## config.mk

```make
export PLATFORM = sky130hd
export DESIGN_NAME = apb_uart_with_fifos
export DESIGN_NICKNAME = d
export VERILOG_FILES = /design/src/rtl/auw_pkg.sv /design/src/rtl/auw_fifo_ram.sv /design/src/rtl/apb_uart_with_fifos.sv
export SDC_FILE = /design/constraint.sdc
export NUM_CORES = 1
export LEC_CHECK = 0
export BUFFER_PORTS_ARGS = -buffer_cell sky130_fd_sc_hd__buf_2
export CAP_MARGIN = 30
export CELL_PAD_IN_SITES_DETAIL_PLACEMENT = 1
export CELL_PAD_IN_SITES_GLOBAL_PLACEMENT = 1
export CORE_UTILIZATION = 54
export DETAILED_ROUTE_END_ITERATION = 16
export HOLD_SLACK_MARGIN = 0.06
export PLACE_DENSITY_LB_ADDON = 0.1
export SLEW_MARGIN = 20
export SYNTH_ARGS = -nofsm -noshare
export SYNTH_HDL_FRONTEND = slang
export SYNTH_HIERARCHICAL = 1
export SYNTH_SLANG_ARGS = --single-unit
```

## constraint.sdc

```tcl
create_clock -name clk -period 6.4 [get_ports clk]
set_clock_uncertainty 0.2 [all_clocks]
set_input_delay 1.28 -clock clk [delete_from_list [all_inputs] [get_ports clk]]
set_output_delay 1.28 -clock clk [all_outputs]
set_load 0.005 [all_outputs]
```

## src/rtl/auw_pkg.sv

```systemverilog
`default_nettype none
// ----------------------------------------------------------------------------
// auw_pkg
// shared types and codes for the uart with fifos
// ----------------------------------------------------------------------------
package auw_pkg;

    typedef logic [7:0] byte_t;

    // bus access codes
    localparam logic [1:0] CMD_READ  = 2'd1;
    localparam logic [1:0] CMD_WRITE = 2'd2;

    // register indexes
    localparam logic [5:0] REG_DATA   = 6'd0;
    localparam logic [5:0] REG_STATUS = 6'd1;
    localparam logic [5:0] REG_CTRL   = 6'd2;
    localparam logic [5:0] REG_SCALER = 6'd3;
    localparam logic [5:0] REG_DEBUG  = 6'd4;

    // control bit positions
    localparam int C_RXEN  = 0;
    localparam int C_TXEN  = 1;
    localparam int C_RIRQ  = 2;
    localparam int C_TIRQ  = 3;
    localparam int C_PSEL  = 4;
    localparam int C_PEN   = 5;
    localparam int C_FLOW  = 6;
    localparam int C_LOOP  = 7;
    localparam int C_EXTC  = 8;
    localparam int C_TFIRQ = 9;
    localparam int C_RFIRQ = 10;
    localparam int C_DEBUG = 11;
    localparam int C_BIRQ  = 12;
    localparam int C_DIRQ  = 13;
    localparam int C_TSIRQ = 14;

    // transmit frame phases
    localparam logic [1:0] TX_IDLE   = 2'd0;
    localparam logic [1:0] TX_DATA   = 2'd1;
    localparam logic [1:0] TX_PARITY = 2'd2;
    localparam logic [1:0] TX_STOP   = 2'd3;

    // receive frame phases
    localparam logic [2:0] RX_IDLE   = 3'd0;
    localparam logic [2:0] RX_START  = 3'd1;
    localparam logic [2:0] RX_DATA   = 3'd2;
    localparam logic [2:0] RX_PARITY = 3'd3;
    localparam logic [2:0] RX_STOP   = 3'd4;

    localparam logic [9:0] TX_LAST_BIT  = 10'h3FE;
    localparam logic [2:0] RX_SUB_START = 3'h4;
    localparam logic [1:0] DLY_FIRE     = 2'h3;

endpackage

`default_nettype wire

```

## src/rtl/auw_fifo_ram.sv

```systemverilog
`default_nettype none
// ----------------------------------------------------------------------------
// auw_fifo_ram
// fifo storage, one write and one registered read port with write forwarding
// ----------------------------------------------------------------------------
module auw_fifo_ram #(
    parameter int DEPTH = 8,
    parameter int AW    = 3
) (
    input  wire                 clk,
    input  wire                 we,
    input  wire  [AW-1:0]       waddr,
    input  auw_pkg::byte_t      wdata,
    input  wire  [AW-1:0]       raddr,
    output auw_pkg::byte_t      rdata
);

    auw_pkg::byte_t mem [DEPTH];
    auw_pkg::byte_t rdata_reg;

    always_ff @(posedge clk)
    begin
        if (we)
        begin
            mem[waddr] <= wdata;
        end
    end

    // new data bypasses the array when it lands on the read address
    always_ff @(posedge clk)
    begin
        if (we && (waddr == raddr))
        begin
            rdata_reg <= wdata;
        end
        else
        begin
            rdata_reg <= mem[raddr];
        end
    end

    assign rdata = rdata_reg;

endmodule

`default_nettype wire

```

## src/rtl/apb_uart_with_fifos.sv

```systemverilog
// a word's results come out of the output register in the cycle after it is taken
// throughput: one word per cycle; stall backs up only when the output register is held
// each fifo read is prefetched from its memory at the next pointer value, so pops keep full rate
// reset: rst_n clears all control state asynchronously; fifo memories are not cleared
`default_nettype none
// ----------------------------------------------------------------------------
// apb_uart_with_fifos
// uart with transmit and receive fifos behind a word register bank
// ----------------------------------------------------------------------------
module apb_uart_with_fifos #(
    parameter int FIFO_DEPTH  = 8,
    parameter int SCALER_BITS = 12
) (
    input  wire         clk,
    input  wire         rst_n,
    input  wire         in_valid,
    output logic        in_stall,
    input  wire  [1:0]  cmd,
    input  wire  [5:0]  reg_index,
    input  wire  [31:0] write_data,
    input  wire         rx_line,
    input  wire         cts_n,
    input  wire         ext_clock,
    input  wire         clear_n,
    output logic        out_valid,
    input  wire         out_stall,
    output logic [31:0] read_data,
    output logic        irq,
    output logic        tx_line,
    output logic        rts_n,
    output logic        tx_enabled,
    output logic        rx_enabled,
    output logic [11:0] scaler_value
);

    localparam int PW  = $clog2(FIFO_DEPTH);       // fifo pointer width
    localparam int CW  = $clog2(FIFO_DEPTH + 1);   // fifo count width
    localparam int CNW = CW + 1;                   // count before saturation
    localparam int SB  = SCALER_BITS;

    // ------------------------------------------------------------------
    // state registers
    // ------------------------------------------------------------------
    logic [SB-1:0]  baud_reload_reg, baud_reload_next;
    logic [SB-1:0]  baud_count_reg, baud_count_next;
    logic [CW-1:0]  tx_count_reg, tx_count_next;
    logic [CW-1:0]  rx_count_reg, rx_count_next;
    logic [PW-1:0]  rr_ptr_reg, rr_ptr_next;
    logic [PW-1:0]  rw_ptr_reg, rw_ptr_next;
    logic [PW-1:0]  tr_ptr_reg, tr_ptr_next;
    logic [PW-1:0]  tw_ptr_reg, tw_ptr_next;
    logic [10:0]    tx_shift_reg, tx_shift_next;
    logic [7:0]     rx_shift_reg, rx_shift_next;
    logic [1:0]     tx_phase_reg, tx_phase_next;
    logic [2:0]     rx_phase_reg, rx_phase_next;
    logic [2:0]     tx_sub_reg, tx_sub_next;
    logic [2:0]     rx_sub_reg, rx_sub_next;
    logic [4:0]     rx_filter_reg, rx_filter_next;
    logic [1:0]     cts_sync_reg, cts_sync_next;
    logic [1:0]     rxd_sync_reg, rxd_sync_next;
    logic [14:0]    ctrl_reg, ctrl_next;
    logic           rse_reg, rse_next;         // rx shifter empty
    logic           tse_reg, tse_next;         // tx shifter empty
    logic           brk_reg, brk_next;
    logic           ovf_reg, ovf_next;
    logic           par_reg, par_next;
    logic           frm_reg, frm_next;
    logic           tx_par_reg, tx_par_next;
    logic           rx_par_reg, rx_par_next;
    logic [5:0]     dly_reg, dly_next;
    logic           tick_reg, tick_next;
    logic           txt_reg, txt_next;
    logic           rxt_reg, rxt_next;
    logic           ext_reg, ext_next;
    logic           rts_reg, rts_next;
    logic           txd_reg, txd_next;
    logic           irq_reg, irq_next;
    logic           pend_reg, pend_next;

    // output register
    logic           out_valid_reg;
    logic [31:0]    read_data_reg;
    logic           irq_out_reg, tx_line_reg, rts_n_reg, tx_en_reg, rx_en_reg;
    logic [11:0]    scaler_reg;

    // fifo memory ports
    logic           tx_we, rx_we;
    auw_pkg::byte_t tx_wdata, rx_wdata, tx_q, rx_q;
    logic [PW-1:0]  tx_raddr, rx_raddr;

    logic           accept;
    logic [31:0]    rdata;

    function automatic logic [PW-1:0] ptr_inc(input logic [PW-1:0] p);
        logic [PW-1:0] r;
        begin
            if (p == PW'(FIFO_DEPTH - 1))
            begin
                r = '0;
            end
            else
            begin
                r = p + 1'b1;
            end
            return r;
        end
    endfunction

    // a word moves when the output register is free or being drained
    assign in_stall = out_valid_reg && out_stall;
    assign accept   = in_valid && !in_stall;

    // ------------------------------------------------------------------
    // fifo memories; read address follows the next value of the pointer when a word is taken, else the pointer
    // ------------------------------------------------------------------
    assign tx_raddr = accept ? tr_ptr_next : tr_ptr_reg;
    assign rx_raddr = accept ? rr_ptr_next : rr_ptr_reg;

    auw_fifo_ram #(.DEPTH(FIFO_DEPTH), .AW(PW)) u_tx_ram (
        .clk   (clk),
        .we    (tx_we && accept),
        .waddr (tw_ptr_reg),
        .wdata (tx_wdata),
        .raddr (tx_raddr),
        .rdata (tx_q)
    );

    auw_fifo_ram #(.DEPTH(FIFO_DEPTH), .AW(PW)) u_rx_ram (
        .clk   (clk),
        .we    (rx_we && accept),
        .waddr (rw_ptr_reg),
        .wdata (rx_wdata),
        .raddr (rx_raddr),
        .rdata (rx_q)
    );

    // ------------------------------------------------------------------
    // next-state logic of the uart
    // ------------------------------------------------------------------
    always_comb
    begin
        logic          rd, wr;
        logic          tfull, rfull, rhalf, thalf, dready, thempty;
        logic [SB-1:0] sc;
        logic          tick, irq_acc, ctsn, rxd, maj, dp;
        logic [2:0]    t0, t1;
        logic [CNW-1:0] txc, rxc;

        rd      = (cmd == auw_pkg::CMD_READ);
        wr      = (cmd == auw_pkg::CMD_WRITE);
        tfull   = (CNW'(tx_count_reg) >= CNW'(FIFO_DEPTH));
        rfull   = (CNW'(rx_count_reg) >= CNW'(FIFO_DEPTH));
        rhalf   = ({rx_count_reg, 1'b0} >= CNW'(FIFO_DEPTH));
        thalf   = !({tx_count_reg, 1'b0} >= CNW'(FIFO_DEPTH));
        dready  = (rx_count_reg != '0);
        thempty = (tx_count_reg == '0);
        irq_acc = 1'b0;
        rdata   = '0;
        txc     = CNW'(tx_count_reg);
        rxc     = CNW'(rx_count_reg);
        tx_we    = 1'b0;
        rx_we    = 1'b0;
        tx_wdata = write_data[7:0];
        rx_wdata = write_data[7:0];

        baud_reload_next = baud_reload_reg;
        baud_count_next  = baud_count_reg;
        rr_ptr_next      = rr_ptr_reg;
        rw_ptr_next      = rw_ptr_reg;
        tr_ptr_next      = tr_ptr_reg;
        tw_ptr_next      = tw_ptr_reg;
        tx_shift_next    = tx_shift_reg;
        rx_shift_next    = rx_shift_reg;
        tx_phase_next    = tx_phase_reg;
        rx_phase_next    = rx_phase_reg;
        tx_sub_next      = tx_sub_reg;
        rx_sub_next      = rx_sub_reg;
        ctrl_next        = ctrl_reg;
        rse_next         = rse_reg;
        tse_next         = tse_reg;
        brk_next         = brk_reg;
        ovf_next         = ovf_reg;
        par_next         = par_reg;
        frm_next         = frm_reg;
        tx_par_next      = tx_par_reg;
        rx_par_next      = rx_par_reg;
        dly_next         = dly_reg;
        rts_next         = rts_reg;
        pend_next        = pend_reg;
        txt_next         = 1'b0;
        rxt_next         = 1'b0;

        // synchronizers
        cts_sync_next = {cts_sync_reg[0], cts_n};
        rxd_sync_next = {rxd_sync_reg[0], rxd_sync_reg[0]};

        // baud scaler and tick
        sc   = baud_count_reg - 1'b1;
        tick = 1'b0;
        if (ctrl_reg[auw_pkg::C_RXEN] || ctrl_reg[auw_pkg::C_TXEN])
        begin
            baud_count_next = sc;
            tick = sc[SB-1] && !baud_count_reg[SB-1];
            if (tick)
            begin
                baud_count_next = baud_reload_reg;
            end
        end
        ext_next = ext_clock;
        if (ctrl_reg[auw_pkg::C_EXTC])
        begin
            tick = ext_reg && !ext_clock;
        end
        tick_next = tick;

        // bus reads
        if (rd)
        begin
            unique case (reg_index)
                auw_pkg::REG_DATA:
                begin
                    rdata = {24'd0, rx_q};
                    if (dready)
                    begin
                        rr_ptr_next = ptr_inc(rr_ptr_reg);
                        rxc = CNW'(rx_count_reg) - 1'b1;
                    end
                end
                auw_pkg::REG_STATUS:
                begin
                    rdata = {6'(rx_count_reg), 6'(tx_count_reg), 9'd0, rfull, tfull,
                             rhalf, thalf, frm_reg, par_reg, ovf_reg, brk_reg,
                             thempty, tse_reg, dready};
                end
                auw_pkg::REG_CTRL:
                begin
                    rdata = {1'b1, 16'd0, ctrl_reg};
                end
                auw_pkg::REG_SCALER:
                begin
                    rdata = 32'(baud_reload_reg);
                end
                auw_pkg::REG_DEBUG:
                begin
                    if (ctrl_reg[auw_pkg::C_DEBUG] && !thempty)
                    begin
                        rdata = {24'd0, tx_q};
                        tr_ptr_next = ptr_inc(tr_ptr_reg);
                        txc = CNW'(tx_count_reg) - 1'b1;
                    end
                end
                default:
                begin
                    rdata = '0;
                end
            endcase
        end

        // bus writes
        if (wr)
        begin
            unique case (reg_index)
                auw_pkg::REG_STATUS:
                begin
                    frm_next = write_data[6];
                    par_next = write_data[5];
                    ovf_next = write_data[4];
                    brk_next = write_data[3];
                end
                auw_pkg::REG_CTRL:
                begin
                    ctrl_next = write_data[14:0];
                end
                auw_pkg::REG_SCALER:
                begin
                    baud_reload_next = write_data[SB-1:0];
                    baud_count_next  = write_data[SB-1:0];
                end
                auw_pkg::REG_DEBUG:
                begin
                    rx_we       = 1'b1;
                    rx_wdata    = write_data[7:0];
                    rw_ptr_next = ptr_inc(rw_ptr_reg);
                    rxc         = rxc + 1'b1;
                    if (ctrl_reg[auw_pkg::C_DEBUG])
                    begin
                        irq_acc = irq_acc | ctrl_reg[auw_pkg::C_RIRQ];
                    end
                end
                default:
                begin
                end
            endcase
        end

        // bit ticks, one per eight baud ticks
        if (tick_reg)
        begin
            t0 = tx_sub_reg + 1'b1;
            t1 = rx_sub_reg + 1'b1;
            tx_sub_next = t0;
            rx_sub_next = t1;
            txt_next = tx_sub_reg[2] && !t0[2];
            rxt_next = rx_sub_reg[2] && !t1[2];
        end
        if (rxt_reg && ctrl_reg[auw_pkg::C_DIRQ])
        begin
            dly_next = dly_next + 1'b1;
        end
        if (dly_reg[5:4] == auw_pkg::DLY_FIRE)
        begin
            irq_acc   = irq_acc | (ctrl_reg[auw_pkg::C_DIRQ] && pend_reg);
            pend_next = 1'b0;
        end

        // receive filter, majority of three samples
        rx_filter_next = {rx_filter_reg[4:2], rx_filter_reg[0], rx_line};
        if (tick_reg)
        begin
            rx_filter_next[4:2] = rx_filter_reg[3:1];
        end
        maj = (rx_filter_reg[4] && rx_filter_reg[3]) || (rx_filter_reg[4] && rx_filter_reg[2])
              || (rx_filter_reg[3] && rx_filter_reg[2]);
        if (ctrl_reg[auw_pkg::C_LOOP])
        begin
            maj  = tx_shift_reg[0];
            ctsn = dready && !rse_reg;
        end
        else
        begin
            ctsn = cts_sync_reg[1];
        end
        rxd_sync_next[0] = maj;
        rxd = rxd_sync_reg[0];

        // transmit frame
        unique case (tx_phase_reg)
            auw_pkg::TX_IDLE:
            begin
                if (txt_reg)
                begin
                    tse_next = 1'b1;
                end
                if (!ctrl_reg[auw_pkg::C_DEBUG] && ctrl_reg[auw_pkg::C_TXEN] && !thempty
                    && txt_reg && (!ctsn || !ctrl_reg[auw_pkg::C_FLOW]))
                begin
                    tx_phase_next = auw_pkg::TX_DATA;
                    tx_par_next   = ctrl_reg[auw_pkg::C_PSEL];
                    tse_next      = 1'b0;
                    tx_sub_next   = {2'b00, tick_reg};
                    txt_next      = 1'b0;
                    tx_shift_next = {2'b01, tx_q, 1'b0};
                    tr_ptr_next   = ptr_inc(tr_ptr_reg);
                    txc           = CNW'(tx_count_reg) - 1'b1;
                end
            end
            auw_pkg::TX_DATA:
            begin
                if (txt_reg)
                begin
                    tx_par_next   = tx_par_reg ^ tx_shift_reg[1];
                    tx_shift_next = {1'b1, tx_shift_reg[10:1]};
                    if (tx_shift_reg[10:1] == auw_pkg::TX_LAST_BIT)
                    begin
                        if (ctrl_reg[auw_pkg::C_PEN])
                        begin
                            tx_shift_next[0] = tx_par_reg;
                            tx_phase_next    = auw_pkg::TX_PARITY;
                        end
                        else
                        begin
                            tx_shift_next[0] = 1'b1;
                            tx_phase_next    = auw_pkg::TX_STOP;
                        end
                    end
                end
            end
            default:
            begin
                if (txt_reg)
                begin
                    tx_shift_next = {1'b1, tx_shift_reg[10:1]};
                    tx_phase_next = (tx_phase_reg == auw_pkg::TX_PARITY) ?
                                    auw_pkg::TX_STOP : auw_pkg::TX_IDLE;
                end
            end
        endcase

        // data register write pushes the transmit fifo (low index bits decode)
        if (wr && (reg_index[2:0] == 3'd0))
        begin
            tx_we    = 1'b1;
            tx_wdata = write_data[7:0];
            if (!tfull)
            begin
                tw_ptr_next = ptr_inc(tw_ptr_reg);
                txc = txc + 1'b1;
            end
        end

        // receive frame
        unique case (rx_phase_reg)
            auw_pkg::RX_IDLE:
            begin
                if (!rse_reg && !rfull)
                begin
                    rse_next    = 1'b1;
                    rx_we       = 1'b1;
                    rx_wdata    = rx_shift_reg;
                    rw_ptr_next = ptr_inc(rw_ptr_reg);
                    rxc         = rxc + 1'b1;
                end
                if (ctrl_reg[auw_pkg::C_RXEN] && rxd_sync_reg[1] && !rxd)
                begin
                    rx_phase_next = auw_pkg::RX_START;
                    rx_shift_next = 8'hFF;
                    rx_sub_next   = auw_pkg::RX_SUB_START;
                    if (!rse_next)
                    begin
                        ovf_next = 1'b1;
                    end
                    rse_next = 1'b0;
                    rxt_next = 1'b0;
                end
            end
            auw_pkg::RX_START:
            begin
                if (rxt_reg)
                begin
                    if (!rxd)
                    begin
                        rx_shift_next = {1'b0, rx_shift_reg[7:1]};
                        rx_phase_next = auw_pkg::RX_DATA;
                        rx_par_next   = ctrl_reg[auw_pkg::C_PSEL];
                    end
                    else
                    begin
                        rx_phase_next = auw_pkg::RX_IDLE;
                    end
                end
            end
            auw_pkg::RX_DATA:
            begin
                if (rxt_reg)
                begin
                    rx_par_next   = rx_par_reg ^ rxd;
                    rx_shift_next = {rxd, rx_shift_reg[7:1]};
                    if (!rx_shift_reg[0])
                    begin
                        if (ctrl_reg[auw_pkg::C_PEN])
                        begin
                            rx_phase_next = auw_pkg::RX_PARITY;
                        end
                        else
                        begin
                            rx_phase_next = auw_pkg::RX_STOP;
                            rx_par_next   = 1'b0;
                        end
                    end
                end
            end
            auw_pkg::RX_PARITY:
            begin
                if (rxt_reg)
                begin
                    rx_par_next   = rx_par_reg ^ rxd;
                    rx_phase_next = auw_pkg::RX_STOP;
                end
            end
            auw_pkg::RX_STOP:
            begin
                if (rxt_reg)
                begin
                    dp = rx_par_reg;
                    if (!ctrl_reg[auw_pkg::C_DIRQ])
                    begin
                        irq_acc = irq_acc | ctrl_reg[auw_pkg::C_RIRQ];
                    end
                    if (rxd)
                    begin
                        if (ctrl_reg[auw_pkg::C_DIRQ])
                        begin
                            pend_next = ctrl_reg[auw_pkg::C_RIRQ];
                            dly_next  = '0;
                        end
                        par_next = par_reg | dp;
                        rse_next = dp;
                        if (!rfull && !dp)
                        begin
                            rse_next    = 1'b1;
                            rx_we       = 1'b1;
                            rx_wdata    = rx_shift_reg;
                            rw_ptr_next = ptr_inc(rw_ptr_reg);
                            rxc         = rxc + 1'b1;
                        end
                    end
                    else
                    begin
                        if (rx_shift_reg == 8'd0)
                        begin
                            brk_next = 1'b1;
                            irq_acc  = irq_acc | ctrl_reg[auw_pkg::C_BIRQ];
                        end
                        else
                        begin
                            frm_next = 1'b1;
                        end
                        rse_next = 1'b1;
                    end
                    rx_phase_next = auw_pkg::RX_IDLE;
                end
            end
            default:
            begin
                rx_phase_next = auw_pkg::RX_IDLE;
            end
        endcase

        // counts saturate at the fifo depth
        if (rxc > CNW'(FIFO_DEPTH))
        begin
            rxc = CNW'(FIFO_DEPTH);
        end
        if (txc > CNW'(FIFO_DEPTH))
        begin
            txc = CNW'(FIFO_DEPTH);
        end
        rx_count_next = rxc[CW-1:0];
        tx_count_next = txc[CW-1:0];

        if (rxt_reg)
        begin
            rts_next = (rfull && !rse_reg) || ctrl_reg[auw_pkg::C_LOOP];
        end
        txd_next = tx_shift_reg[0] || ctrl_reg[auw_pkg::C_LOOP] || ctrl_reg[auw_pkg::C_DEBUG];

        // interrupt sources
        if (!thempty && (txc == '0))
        begin
            irq_acc = irq_acc | ctrl_reg[auw_pkg::C_TIRQ];
        end
        irq_acc = irq_acc | (ctrl_reg[auw_pkg::C_TFIRQ] && ctrl_reg[auw_pkg::C_TXEN] && thalf);
        if (ctrl_reg[auw_pkg::C_RFIRQ] && ctrl_reg[auw_pkg::C_RXEN] && rhalf)
        begin
            irq_acc   = 1'b1;
            pend_next = 1'b0;
        end
        irq_acc = irq_acc | (ctrl_reg[auw_pkg::C_TSIRQ] && tse_next && !tse_reg);
        irq_next = irq_acc;

        // synchronous clear request
        if (!clear_n)
        begin
            rse_next = 1'b1;
            tse_next = 1'b1;
            brk_next = 1'b0;
            ovf_next = 1'b0;
            par_next = 1'b0;
            frm_next = 1'b0;
            ctrl_next[auw_pkg::C_TXEN] = 1'b0;
            ctrl_next[auw_pkg::C_RXEN] = 1'b0;
            ctrl_next[auw_pkg::C_EXTC] = 1'b0;
            ctrl_next[auw_pkg::C_FLOW] = 1'b0;
            tx_phase_next    = auw_pkg::TX_IDLE;
            rx_phase_next    = auw_pkg::RX_IDLE;
            tx_shift_next[0] = 1'b1;
            rts_next    = 1'b1;
            pend_next   = 1'b0;
            tx_sub_next = '0;
            rx_sub_next = '0;
            rx_count_next = '0;
            tx_count_next = '0;
            rr_ptr_next = '0;
            rw_ptr_next = '0;
            tr_ptr_next = '0;
            tw_ptr_next = '0;
            dly_next    = '0;
        end
    end

    // ------------------------------------------------------------------
    // state update, only when a word is taken
    // ------------------------------------------------------------------
    always_ff @(posedge clk or negedge rst_n)
    begin
        if (!rst_n)
        begin
            baud_reload_reg <= '0;
            baud_count_reg  <= '0;
            tx_count_reg    <= '0;
            rx_count_reg    <= '0;
            rr_ptr_reg      <= '0;
            rw_ptr_reg      <= '0;
            tr_ptr_reg      <= '0;
            tw_ptr_reg      <= '0;
            tx_shift_reg    <= 11'd1;
            rx_shift_reg    <= '0;
            tx_phase_reg    <= auw_pkg::TX_IDLE;
            rx_phase_reg    <= auw_pkg::RX_IDLE;
            tx_sub_reg      <= '0;
            rx_sub_reg      <= '0;
            rx_filter_reg   <= '0;
            cts_sync_reg    <= '0;
            rxd_sync_reg    <= '0;
            ctrl_reg        <= '0;
            rse_reg         <= 1'b1;
            tse_reg         <= 1'b1;
            brk_reg         <= 1'b0;
            ovf_reg         <= 1'b0;
            par_reg         <= 1'b0;
            frm_reg         <= 1'b0;
            tx_par_reg      <= 1'b0;
            rx_par_reg      <= 1'b0;
            dly_reg         <= '0;
            tick_reg        <= 1'b0;
            txt_reg         <= 1'b0;
            rxt_reg         <= 1'b0;
            ext_reg         <= 1'b0;
            rts_reg         <= 1'b1;
            txd_reg         <= 1'b1;
            irq_reg         <= 1'b0;
            pend_reg        <= 1'b0;
        end
        else if (accept)
        begin
            baud_reload_reg <= baud_reload_next;
            baud_count_reg  <= baud_count_next;
            tx_count_reg    <= tx_count_next;
            rx_count_reg    <= rx_count_next;
            rr_ptr_reg      <= rr_ptr_next;
            rw_ptr_reg      <= rw_ptr_next;
            tr_ptr_reg      <= tr_ptr_next;
            tw_ptr_reg      <= tw_ptr_next;
            tx_shift_reg    <= tx_shift_next;
            rx_shift_reg    <= rx_shift_next;
            tx_phase_reg    <= tx_phase_next;
            rx_phase_reg    <= rx_phase_next;
            tx_sub_reg      <= tx_sub_next;
            rx_sub_reg      <= rx_sub_next;
            rx_filter_reg   <= rx_filter_next;
            cts_sync_reg    <= cts_sync_next;
            rxd_sync_reg    <= rxd_sync_next;
            ctrl_reg        <= ctrl_next;
            rse_reg         <= rse_next;
            tse_reg         <= tse_next;
            brk_reg         <= brk_next;
            ovf_reg         <= ovf_next;
            par_reg         <= par_next;
            frm_reg         <= frm_next;
            tx_par_reg      <= tx_par_next;
            rx_par_reg      <= rx_par_next;
            dly_reg         <= dly_next;
            tick_reg        <= tick_next;
            txt_reg         <= txt_next;
            rxt_reg         <= rxt_next;
            ext_reg         <= ext_next;
            rts_reg         <= rts_next;
            txd_reg         <= txd_next;
            irq_reg         <= irq_next;
            pend_reg        <= pend_next;
        end
    end

    // ------------------------------------------------------------------
    // output register: pins show the state from before this word
    // ------------------------------------------------------------------
    always_ff @(posedge clk or negedge rst_n)
    begin
        if (!rst_n)
        begin
            out_valid_reg <= 1'b0;
        end
        else if (accept)
        begin
            out_valid_reg <= 1'b1;
        end
        else if (!out_stall)
        begin
            out_valid_reg <= 1'b0;
        end
    end

    always_ff @(posedge clk)
    begin
        if (accept)
        begin
            read_data_reg <= rdata;
            irq_out_reg   <= irq_reg;
            tx_line_reg   <= txd_reg;
            rts_n_reg     <= rts_reg;
            tx_en_reg     <= ctrl_reg[auw_pkg::C_TXEN];
            rx_en_reg     <= ctrl_reg[auw_pkg::C_RXEN];
            scaler_reg    <= baud_count_reg[11:0];
        end
    end

    assign out_valid    = out_valid_reg;
    assign read_data    = read_data_reg;
    assign irq          = irq_out_reg;
    assign tx_line      = tx_line_reg;
    assign rts_n        = rts_n_reg;
    assign tx_enabled   = tx_en_reg;
    assign rx_enabled   = rx_en_reg;
    assign scaler_value = scaler_reg;

`ifndef SYNTHESIS
    a_stall_only_when_full: assert property (@(posedge clk) disable iff (!rst_n)
        in_stall |-> out_valid_reg)
        else $error("input stalled with empty output register");

    a_tx_count_range: assert property (@(posedge clk) disable iff (!rst_n)
        CNW'(tx_count_reg) <= CNW'(FIFO_DEPTH))
        else $error("tx fifo count beyond depth");

    a_rx_count_range: assert property (@(posedge clk) disable iff (!rst_n)
        CNW'(rx_count_reg) <= CNW'(FIFO_DEPTH))
        else $error("rx fifo count beyond depth");

    a_state_holds_idle: assert property (@(posedge clk) disable iff (!rst_n)
        !accept |=> $stable(rx_count_reg) && $stable(tx_count_reg))
        else $error("fifo counts moved without a word");
`endif

endmodule

`default_nettype wire
```

==> metrics.csv <==
metric;value;unit
cts_root_buffer;clkbuf_16;
yosysTopAreaCell;edfxtp_1;
timing.critical_path.mode_cell;a21oi_1;
p_clk_share;35.5;%
setup_ws;2.55;ns
tritoncts;yes;
power.total;4820;uW
syn_area_per_cell;12.6;um^2
synth.distinct_cells;82;
power_density;308;nW/um^2
leakagePower;0.00614;uW
cp.required;6.66;ns
drv_cap;0;
arrival;4.10;ns
drt_pass1_iterations;7;
place_area;14600;um^2
grt_max_degree;73;
synthTopCellsByArea;edfxtp_1 36%, dfrtp_1 21%, mux4_1 5.6%;
seq_area;8230;um^2
synth_top_area_share;36.1;%
crit_slowest_cell;or3_1;
dominantRegCellSynth;edfxtp_1;
slew_violations;0;
crit_buf_inv;1;
die_h;163;um
combPwrFrac;15.5;%
max_stage_delay;0.47;ns
seq_area_frac_synth;58.6;%
diodes;0;
clockBufferDepth;3;
die_w;163;um
start_util;55.5;%
worst_pin_slew;1.04;ns
design.core.area;25300;um^2
critical-path-top-delay-family;simple AND/OR/NAND/NOR gates;
num_io_pins;99;
grt_pass1_vias;9949;
slew_headroom;30.2;%
cts_buffers;31;
clkLatencyLatePin;0.56;ns
grt.overflow.total;0;
fin_nets;1252;
status;complete, no violations;
hold_class;flop to flop;
place_congestion;0.841;
setup_viol;0;
wire_per_inst;24.7;um
dp_slack;2.01;ns
htree_levels;1;
crit_path_max_fanout;6;
p_switching;1360;uW
synth_area;14100;um^2
fin_hold_ws;0.258;ns
grt_pass1_wl;58.2;mm
worstSetupPathType;primary input to flop;
start_kind;primary input;
yosys_warnings;6;
ant_nets;0;
async_reset_ff_share;40.9;%
irDropWorstVdd;203;uV
drt_iter0_markers;669;
grt_setup_unrepaired;false;
clk_pin_slew;0.06;ns
die_area;26700;um^2
syn_to_final_growth;11.1;%
p_seq_share;48.9;%
tns;0;ns
synth-edff-count;169;
num_rows;58;
syn_inst;1119;
period_needed;3.85;ns
hpwl;25.3;mm
numPortBuffers;73;
drt_wl_total;38.0;mm
postLayoutCellArea;15600;um^2
num_vias;9671;
ys_ff_latch;296;
cts_resized;0;
fmax;260;MHz
path_cells;buf_2 > or3_1 > nor4_2 > a21o_2 > nor2_1 > a21oi_1 > ha_1 > or3b_1 > and3_1 > nor3_1 > a21oi_1 > o41ai_2;
swShare;28.1;%
clock_sinks;296;
multi_input_comb_area;5390;um^2
cp-end-kind;flop;
vias_per_cell;6.30;
intPower;3460;uW
drive_gt1_share;19.0;%
cts_setup_buffers;0;
fin_crit_sh;60.1;%
cts_hold_buffers;0;
n_fill_cell;2560;
route.detailed.drc;0;
grtUsageTotal;29.1;%
antenna_found_initial;0;
hold_viol;0;
-- cells by family (layout without fill, tap and decap cells) --
group                    Yosys count  in the layout  synth area share (%)
AND/OR/NAND/NOR                  351            351                  12.1
flip-flops                       296            296                  58.6
AO/OA/AOI/OAI                    229            229                  11.1
multiplexers                     107            107                  11.8
buffers and inverters             95            175                  3.30
adder cells (fa/ha/maj)           23             23                  2.05
XOR/XNOR                          17             17                  1.06
other                              1              8                0.0267
-- through the flow --
| step | cells | util [%] |
|---|---|---|
| after floorplan | 1126 | - |
| after global placement | 1469 | 57.5 |
| after detailed placement | 1471 | 57.6 |
| after CTS | 1529 | 61.4 |
| after global routing | 1536 | 61.7 |
| final | 1536 | 61.7 |
-- synth_stat cells (all sizes together) (8+ instances only) --
cell type    n
a21oi       57
a22o        14
a22oi       18
a31oi        9
and3        13
buf         31
clkbuf      40
dfrtp      116
edfxtp     169
ha          23
inv         24
mux2        55
mux2i       19
mux4        33
nand2      100
nand2b      14
nand3       23
nand4        8
nor2       113
nor3        24
nor4         8
o21ai       65
or2         10
xnor2       10
-- cell type report --
class                           count  share of cell area, %
Clock buffer                       34                   5.04
Clock inverter                     24                   1.07
Inverter                           24                  0.585
Multi-Input combinational cell    735                   34.5
Sequential cell                   296                   52.7
Tap cell                          330                   2.64
Timing Repair Buffer               93                   3.48
-- power groups by stage --
stage / registers, uW / clock network (uW) / logic, uW
finish: 2360 / 1710 / 748
CTS: 2360 / 1730 / 744
detailed placement: 2390 / 0 / 732
floorplan: 2300 / 0 / 577
global placement: 2380 / 0 / 695
global route: 2380 / 1780 / 823
-- cell usage in the layout (no fill, tap or decap), types with 13 or more instances in the layout --
cell	count
clkbuf_16	31
buf_2	73
nand3_1	23
and3_1	13
dfrtp_1	116
mux2_2	55
nor2_1	112
inv_1	23
nand2b_1	14
mux4_1	30
mux2i_1	19
a22o_1	14
edfxtp_1	169
ha_1	23
a21oi_1	56
o21ai_0	64
a22oi_1	18
nand2_1	98
nor3_1	23
buf_4	17
-- per-layer routing --
metal | vias to the layer above | track usage, % | part of all wire, %
li1 | 4324 | - | -
met1 | 4987 | 39.0 | 43
met2 | 300 | 49.7 | 50
met3 | 60 | 2.95 | 4.3
met4 | 0 | 9.22 | 2.8
met5 | - | 0 | 0
-- final timing paths --
path	start	to	slack, ns	cells after the start
hold reg to reg	baud_count_reg[11]$_DFFE_PN0P_	scaler_value[11]$_DFFE_PP_	0.26	0
max in group asynchronous	rst_n	rx_count_reg[0]$_DFFE_PN0P_	4.36	2
setup reg to reg	tx_count_reg[0]$_DFFE_PN0P_	irq_reg$_DFFE_PN0P_	2.65	12
setup / recovery	reg_index[3]	irq_reg$_DFFE_PN0P_	2.55	12
min in group asynchronous	rst_n	tx_shift_reg[5]$_DFFE_PN0P_	0.51	1
hold / removal	baud_count_reg[11]$_DFFE_PN0P_	scaler_value[11]$_DFFE_PP_	0.26	0
Note: power is estimated with default switching activity, not from simulation.
